`src/rtl/iirdf1_pkg.sv`:
```
// Package for the direct form I IIR filter: sample and coefficient types,
// register indexes, fixed-point constants and the sequencer's microcode ROM.
// No dependencies.
`default_nettype none

package iirdf1_pkg;

  localparam int DEF_ORDER = 3;
  localparam int MAX_ORDER = 3;
  localparam int NUM_REGS  = 7;
  localparam int SAMPLE_W  = 16;
  localparam int COEF_W    = 24;
  localparam int PROD_W    = SAMPLE_W + COEF_W;
  localparam int ACC_W     = PROD_W + 4;
  localparam int FRAC_BITS = 20;
  localparam int ROUND_BIAS = 1 << (FRAC_BITS - 1);
  localparam int IDX_W     = 3;
  localparam int STEP_W    = 3;

  typedef logic signed [SAMPLE_W-1:0] sample_t;
  typedef logic signed [COEF_W-1:0]   coef_t;
  typedef logic signed [ACC_W-1:0]    acc_t;

  typedef enum logic [IDX_W-1:0] {
    REG_B_CUR  = 3'd0,
    REG_B_LAG1 = 3'd1,
    REG_B_LAG2 = 3'd2,
    REG_B_LAG3 = 3'd3,
    REG_A_LAG1 = 3'd4,
    REG_A_LAG2 = 3'd5,
    REG_A_LAG3 = 3'd6
  } reg_idx_t;

  localparam coef_t COEF_B_CUR_RST = 24'sd1048576;

  typedef enum logic [1:0] {
    SRC_X_CUR  = 2'd0,
    SRC_X_HIST = 2'd1,
    SRC_Y_HIST = 2'd2
  } src_t;

  // One control word per sequencer step.
  typedef struct packed {
    src_t     src;
    logic [1:0] lag;
    reg_idx_t coef;
    logic     clear;
    logic     sub;
    logic     chk_end;
  } ucode_t;

  // Control to the multiply-accumulate unit.
  typedef struct packed {
    logic en;
    logic clear;
    logic sub;
  } mac_ctl_t;

  function automatic ucode_t ucode_rom(input logic [STEP_W-1:0] step);
    ucode_t w;
    unique case (step)
      3'd0: w = '{SRC_X_CUR,  2'd0, REG_B_CUR,  1'b1, 1'b0, 1'b0};
      3'd1: w = '{SRC_X_HIST, 2'd1, REG_B_LAG1, 1'b0, 1'b0, 1'b0};
      3'd2: w = '{SRC_Y_HIST, 2'd1, REG_A_LAG1, 1'b0, 1'b1, 1'b1};
      3'd3: w = '{SRC_X_HIST, 2'd2, REG_B_LAG2, 1'b0, 1'b0, 1'b0};
      3'd4: w = '{SRC_Y_HIST, 2'd2, REG_A_LAG2, 1'b0, 1'b1, 1'b1};
      3'd5: w = '{SRC_X_HIST, 2'd3, REG_B_LAG3, 1'b0, 1'b0, 1'b0};
      3'd6: w = '{SRC_Y_HIST, 2'd3, REG_A_LAG3, 1'b0, 1'b1, 1'b1};
      default: w = '{SRC_X_CUR, 2'd3, REG_B_CUR, 1'b0, 1'b0, 1'b1};
    endcase
    return w;
  endfunction

endpackage

`default_nettype wire

```
`src/rtl/iirdf1_if.sv`:
```
// Stream interfaces for the filter's input and result channels.
// Depends on iirdf1_pkg.
`default_nettype none

interface iirdf1_in_if
  import iirdf1_pkg::*;
  ();
  logic    valid;
  logic    ready;
  sample_t sample_in;
  modport source (output valid, output sample_in, input ready);
  modport sink   (input valid, input sample_in, output ready);
endinterface

interface iirdf1_out_if
  import iirdf1_pkg::*;
  ();
  logic    valid;
  logic    ready;
  sample_t sample_out;
  logic    saturated;
  modport source (output valid, output sample_out, output saturated, input ready);
  modport sink   (input valid, input sample_out, input saturated, output ready);
endinterface

`default_nettype wire

```
`src/rtl/iirdf1_mac.sv`:
```
// Shared multiply-accumulate unit: registered 16x24 product, then a wide
// accumulator that clears, adds or subtracts. Depends on iirdf1_pkg.
`default_nettype none

module iirdf1_mac
  import iirdf1_pkg::*;
(
  input  wire logic     clk,
  input  wire logic     rst,
  input  wire mac_ctl_t ctl,
  input  wire sample_t  opnd,
  input  wire coef_t    coef,
  output acc_t          acc
);

  logic signed [PROD_W-1:0] prod;
  mac_ctl_t                 ctl_q;
  acc_t                     prod_ext;
  acc_t                     base;

  assign prod_ext = ACC_W'(prod);
  assign base     = ctl_q.clear ? '0 : acc;

  always_ff @(posedge clk) begin
    prod <= opnd * coef;
    if (ctl_q.en) begin
      acc <= ctl_q.sub ? base - prod_ext : base + prod_ext;
    end
    if (rst) begin
      ctl_q <= '0;
    end else begin
      ctl_q <= ctl;
    end
  end

endmodule

`default_nettype wire

```
`src/rtl/iir_direct_form_one_filter.sv`:
```
// Direct form I IIR filter, order ORDER (1..3), one shared MAC under microcode.
// One item at a time: an input beat is taken only in idle. The MAC steps then run
// (b current, then a b tap and an a tap per lag up to ORDER), the product and
// accumulate stages drain, and the result is handed out, once the output is free, on the way back to idle.
// Reset (rst, synchronous): coefficients to defaults (b current = 1.0),
// histories cleared, no result pending.
// Depends on iirdf1_pkg, iirdf1_if, iirdf1_mac.
`default_nettype none

module iir_direct_form_one_filter
  import iirdf1_pkg::*;
#(
  parameter int ORDER = DEF_ORDER
) (
  input  wire logic              clk,
  input  wire logic              rst,
  input  wire logic              cfg_we,
  input  wire logic [IDX_W-1:0]  cfg_index,
  input  wire logic [COEF_W-1:0] cfg_data,
  iirdf1_in_if.sink              in_stream,
  iirdf1_out_if.source           out_stream
);

  localparam int EffOrder = (ORDER < 1) ? 1 : ((ORDER > MAX_ORDER) ? MAX_ORDER : ORDER);
  localparam logic [1:0] LastLag = 2'(EffOrder);

  typedef enum logic [1:0] {S_IDLE, S_RUN, S_DRAIN, S_DONE} state_t;

  state_t             state;
  logic [STEP_W-1:0]  step;
  coef_t              coefs [NUM_REGS];
  sample_t            x_cur;
  sample_t            xh [MAX_ORDER];
  sample_t            yh [MAX_ORDER];
  logic               out_valid;
  sample_t            out_sample;
  logic               out_sat;

  ucode_t             uw;
  mac_ctl_t           mctl;
  sample_t            opnd;
  coef_t              coef;
  acc_t               acc;
  acc_t               rnd;
  logic signed [23:0] y_wide;
  sample_t            y_sat;
  logic               y_clip;
  logic [1:0]         hidx;
  logic               out_free;

  assign uw   = ucode_rom(step);
  assign hidx = uw.lag - 2'd1;
  assign coef = coefs[uw.coef];
  assign mctl = '{en: (state == S_RUN), clear: uw.clear, sub: uw.sub};

  always_comb begin
    unique case (uw.src)
      SRC_X_CUR:  opnd = x_cur;
      SRC_X_HIST: opnd = xh[hidx];
      SRC_Y_HIST: opnd = yh[hidx];
      default:    opnd = x_cur;
    endcase
  end

  iirdf1_mac u_mac (
    .clk  (clk),
    .rst  (rst),
    .ctl  (mctl),
    .opnd (opnd),
    .coef (coef),
    .acc  (acc)
  );

  // round half up, floor shift, saturate
  assign rnd    = acc + ACC_W'(ROUND_BIAS);
  assign y_wide = 24'(rnd >>> FRAC_BITS);

  always_comb begin
    y_clip = 1'b1;
    if (y_wide > 24'sd32767) begin
      y_sat = 16'sh7fff;
    end else if (y_wide < -24'sd32768) begin
      y_sat = 16'sh8000;
    end else begin
      y_sat  = y_wide[15:0];
      y_clip = 1'b0;
    end
  end

  assign out_free = !out_valid || out_stream.ready;

  assign in_stream.ready       = (state == S_IDLE);
  assign out_stream.valid      = out_valid;
  assign out_stream.sample_out = out_sample;
  assign out_stream.saturated  = out_sat;

  always_ff @(posedge clk) begin
    if (rst) begin
      state     <= S_IDLE;
      step      <= '0;
      out_valid <= 1'b0;
      for (int i = 0; i < MAX_ORDER; i++) begin
        xh[i] <= '0;
        yh[i] <= '0;
      end
      coefs[0] <= COEF_B_CUR_RST;
      for (int i = 1; i < NUM_REGS; i++) begin
        coefs[i] <= '0;
      end
    end else begin
      if (cfg_we && (cfg_index < IDX_W'(NUM_REGS))) begin
        coefs[cfg_index] <= cfg_data;
      end
      if (out_valid && out_stream.ready && (state != S_DONE)) begin
        out_valid <= 1'b0;
      end
      unique case (state)
        S_IDLE: begin
          if (in_stream.valid) begin
            x_cur <= in_stream.sample_in;
            step  <= '0;
            state <= S_RUN;
          end
        end
        S_RUN: begin
          if (uw.chk_end && (uw.lag == LastLag)) begin
            state <= S_DRAIN;
          end else begin
            step <= step + 1'b1;
          end
        end
        S_DRAIN: state <= S_DONE;
        S_DONE: begin
          if (out_free) begin
            out_valid  <= 1'b1;
            out_sample <= y_sat;
            out_sat    <= y_clip;
            xh[0]      <= x_cur;
            yh[0]      <= y_sat;
            for (int i = 1; i < MAX_ORDER; i++) begin
              xh[i] <= xh[i-1];
              yh[i] <= yh[i-1];
            end
            state <= S_IDLE;
          end
        end
        default: state <= S_IDLE;
      endcase
    end
  end

endmodule

`default_nettype wire

```
`src/flat_wrapper.sv`:
```
// flat-port wrapper written by rule: the top's interface ports become plain ports
module iir_direct_form_one_filter_flat import iirdf1_pkg::*;
#(
  parameter int ORDER = DEF_ORDER
)
  (clk, rst, cfg_we, cfg_index, cfg_data, in_stream_valid, in_stream_sample_in, in_stream_ready, out_stream_valid, out_stream_sample_out, out_stream_saturated, out_stream_ready);
  iirdf1_in_if in_stream_i ();
  iirdf1_out_if out_stream_i ();
  input  wire logic clk;
  input  wire logic rst;
  input  wire logic cfg_we;
  input  wire logic [IDX_W-1:0] cfg_index;
  input  wire logic [COEF_W-1:0] cfg_data;
  input wire logic [$bits(in_stream_i.valid)-1:0] in_stream_valid;
  input wire logic [$bits(in_stream_i.sample_in)-1:0] in_stream_sample_in;
  output wire logic [$bits(in_stream_i.ready)-1:0] in_stream_ready;
  output wire logic [$bits(out_stream_i.valid)-1:0] out_stream_valid;
  output wire logic [$bits(out_stream_i.sample_out)-1:0] out_stream_sample_out;
  output wire logic [$bits(out_stream_i.saturated)-1:0] out_stream_saturated;
  input wire logic [$bits(out_stream_i.ready)-1:0] out_stream_ready;
  assign in_stream_i.valid = in_stream_valid;
  assign in_stream_i.sample_in = in_stream_sample_in;
  assign in_stream_ready = in_stream_i.ready;
  assign out_stream_valid = out_stream_i.valid;
  assign out_stream_sample_out = out_stream_i.sample_out;
  assign out_stream_saturated = out_stream_i.saturated;
  assign out_stream_i.ready = out_stream_ready;
  iir_direct_form_one_filter #(.ORDER(ORDER)) u_core (.clk(clk), .rst(rst), .cfg_we(cfg_we), .cfg_index(cfg_index), .cfg_data(cfg_data), .in_stream(in_stream_i), .out_stream(out_stream_i));
endmodule
```
`config.mk`:
```
export PLATFORM = sky130hd
export DESIGN_NAME = iir_direct_form_one_filter_flat
export DESIGN_NICKNAME = d
export VERILOG_FILES = /design/src/rtl/iirdf1_pkg.sv /design/src/rtl/iirdf1_if.sv /design/src/rtl/iirdf1_mac.sv /design/src/rtl/iir_direct_form_one_filter.sv /design/src/flat_wrapper.sv
export SDC_FILE = /design/constraint.sdc
export NUM_CORES = 2
export LEC_CHECK = 0
export ABC_AREA = 0
export BUFFER_PORTS_ARGS = -buffer_cell sky130_fd_sc_hd__buf_2
export CAP_MARGIN = 15
export CORE_MARGIN = 2
export CORE_UTILIZATION = 39
export CTS_BUF_LIST = sky130_fd_sc_hd__clkbuf_4
export DETAILED_ROUTE_END_ITERATION = 8
export PLACE_DENSITY = 0.58
export SLEW_MARGIN = 20
export SYNTH_ARGS = -nofsm -noshare
export SYNTH_HDL_FRONTEND = slang
export SYNTH_SLANG_ARGS = --single-unit
```
`constraint.sdc`:
```
create_clock -name clk -period 24 [get_ports clk]
set_clock_uncertainty 0.1 [all_clocks]
set_input_delay 2.4 -clock clk [delete_from_list [all_inputs] [get_ports clk]]
set_output_delay 2.4 -clock clk [all_outputs]
set_load 0.1 [all_outputs]
```
==> metrics.md <==
| Metric | Value |
|---|---|
| Status | complete, no violations |
| Synth area leader | edfxtp_1 |
| Worst slew pin tran | 1070 ps |
| FP Rows | 107 |
| Final setup vio count | 0 |
| EDFF count, synth | 341 |
| Final instance area | 37,200 µm² |
| CP Capture Type | flip-flop |
| Simple-gate share of the synthesized area | 14.2% |
| Total CTS buffers | 111 |
| Cell Area, Synth | 33,800 µm² |
| Synth Instances | 3,281 |
| Min cycle time layout | 9710 ps |
| Die area | 89,100 µm² |
| Share of cells above drive strength 1 | 12.2% |
| Final Hold Viols | 0 |
| Ports | 67 |
| Slew Viols, Final | 0 |
| Placed cell count | 4,415 |
| Max Root-Sink Buffers | 3 |
| Synth unique cells | 82 |
| Post-synth top cells | inv_1 (501), fa_1 (375), nor2_1 (359), nand2_1 (353), edfxtp_1 (341) |
| Critical path class | reg2reg |
| Top achievable clock speed | 103 MHz |
| Antenna Nets Post-Route | 0 |
| Total core area | 85,500 µm² |
| # clock sinks | 414 |
| Synth Area in Compound Gates | 8.11% |
| Critical path arrival | 10,320 ps |
| Initial Util | 39.5% |
| Crit share post-route | 40.4% |
| Worst setup SP type | flip-flop |
| Critical path required time | 24,610 ps |
| Area after DPL | 35,600 µm² |
| RSZ-0062 raised after global routing | false |
| Main combinational cell family by area after synthesis | adder cells |
| Kind of cell adding the most delay to the critical path | adder cells |
| Top post-synthesis cells by area | edfxtp_1 (30%), fa_1 (22%), ha_1 (5.7%) |
| CTS tree | done |
| Total congestion overflow | 0 |
| Via count | 23,700 |
| Multiplexer share of the synthesized area | 4.45% |
| Setup TNS | 0 ps |
| Vias in the first global route | 24,900 |
| Share of flip-flops with an asynchronous set or reset | 0% |
| CTS root buffer | clkbuf_4 |
| Yosys warnings | 0 |
| Seq/Total Area, Yosys | 34.6% |
| DRT Wirelength | 86,800 µm |
| Total GRT Usage | 20.1% |
| Yosys top cell area share | 30.3% |
| Via-per-instance ratio | 5.12 |
| FILL cells | 8,238 |
| Post-Synth Adder-Cell Area | 27.9% |
| P&R area growth vs syn | 9.86% |
| Die span in x | 298 µm |
| CP max-delay cell | o31ai_4 |
| Cells resized by post-CTS repair | 0 |
| Worst hold path class | reg2reg |
| CP max FO | 32 |
| Pre-CTS setup slack | 14,420 ps |
| Register area | 11,700 µm² |
| Syn avg cell area | 10.3 µm² |
| Buf/Inv on CP | 8 |
| CTS Hold Bufs | 0 |
| First-pass GRT wire length | 139,000 µm |
| CTS clk-pin slew, worst paths | 60 ps |
| Clock Latency Late Sink | 960 ps |
| Gp weighted congestion | 0.862 |
| Xor-xnor portion of the synthesized cell area | 3.50% |
| DRT Pass-1 Iters | 5 |
| Die Y | 298 µm |
| Max H-tree Level | 3 |
| #FFs+latches synth | 414 |
| Iteration-0 DRC count of the detailed router | 1,574 |
| Net count reported at finish | 3,961 |
| PnR worst setup slack | 14,290 ps |
| Relative slew slack | 28.8% |
| Post-DR wirelength/cell | 18.8 µm |
| Max_cap viols | 0 |
| Primary FF master, synth | edfxtp_1 |
| I/O Buffers | 66 |
| HPWL Detailed | 63,900 µm |
| DRC errors left | 0 |
| Crit path largest cell delay | 930 ps |
| Non-filler instance count after layout | 4,629 |
| Antenna violations before repair | 2 |
| Multi-input logic area | 20,000 µm² |
| Most numerous cell in the Yosys netlist | inv_1 |
| Largest net degree at the start of global routing | 83 |
| Post-CTS setup buffer count | 0 |
## worst min-delay path: cells and delay by family, from the launching register on
| family | cells | cell delay [ps] |
|---|---|---|
| AND/OR/NAND/NOR | 1 | 90 |
| flip-flops | 1 | 310 |
| AO/OA/AOI/OAI | 1 | 40 |
## cells in the final DEF, fill, tap and decap left out, drive strengths merged, types with 12 or more instances in the layout
master and count:
o21a 13, a21oi 183, mux2 32, clkinv 31
nor3 31, nand2 354, dfxtp 73, fa 375
a221oi 36, clkbuf 173, a21o 27, nand3 32
ha 154, o31ai 19, edfxtp 341, nand2b 48
xnor2 95, o21ai 56, o31a 12, and2 114
conb 24, xor2 40, mux4 48, nor2 362
inv 507, nor2b 53, buf 102, nand4 13
## cell type report
cell class,instances,area share [%]
antenna,4,0.0269
clock inverter,37,0.674
inverter,503,5.08
tap,1144,3.85
timing repair buffer,102,1.62
sequential,414,31.5
multi-input combinational,2252,53.8
clock buffer,173,3.50
## cell families (layout without fill, tap and decap cells)
group           count (synthesis)  after routing
compound gates                426            426
xor+xnor                      135            135
fa+ha+maj                     529            529
buf+inv                       638            815
flops                         414            414
mux                            85             85
other cells                     1             28
simple gates                 1053           1053
## path summary, 6_finish.rpt
| kind | from | to | slack, ps | cells past startpoint |
|---|---|---|---|---|
| worst min register to register | u_core.coefs[6][6] | u_core.coefs[6][6] | 390 | 2 |
| worst max-delay path | u_core.step[1] | u_core.u_mac.prod[39] | 14290 | 30 |
| worst min-delay path | u_core.coefs[6][6] | u_core.coefs[6][6] | 390 | 2 |
| worst max register to register | u_core.step[1] | u_core.u_mac.prod[39] | 14290 | 30 |
## registers in the layout, indices dropped and copies added, names as in the netlist
| name | flops |
|---|---|
| u_core.out_stream.sample_out | 16 |
| u_core.state | 2 |
| u_core.step | 3 |
| u_core.out_stream.saturated | 1 |
| u_core.u_mac.ctl_q | 3 |
| u_core.u_mac.prod | 40 |
| u_core.x_cur | 16 |
| u_core.u_mac.acc | 44 |
| u_core.yh | 48 |
| u_core.out_stream.valid | 1 |
| u_core.xh | 48 |
| u_core.coefs | 192 |
## stage by stage
stage          hold slack, ps  util (%)
5_1_grt                   420      43.4
2_1_floorplan             350         -
4_1_cts                   390      43.4
6_report                  385      43.4
3_5_place_dp              376      41.6
3_3_place_gp              366      41.6
## metal layers
layer / up-vias / wire (µm) / global-route usage (%)
met2: 745 / 41700 / 33.6
li1: 11000 / - / -
met3: 142 / 5560 / 3.59
met1: 11800 / 36900 / 26.2
met4: 0 / 2620 / 7.00
met5: - / 0 / 0
Power is left out: the tool's default activity adds up to more than one toggle a clock period on the data nets, which glitch-free logic cannot reach.
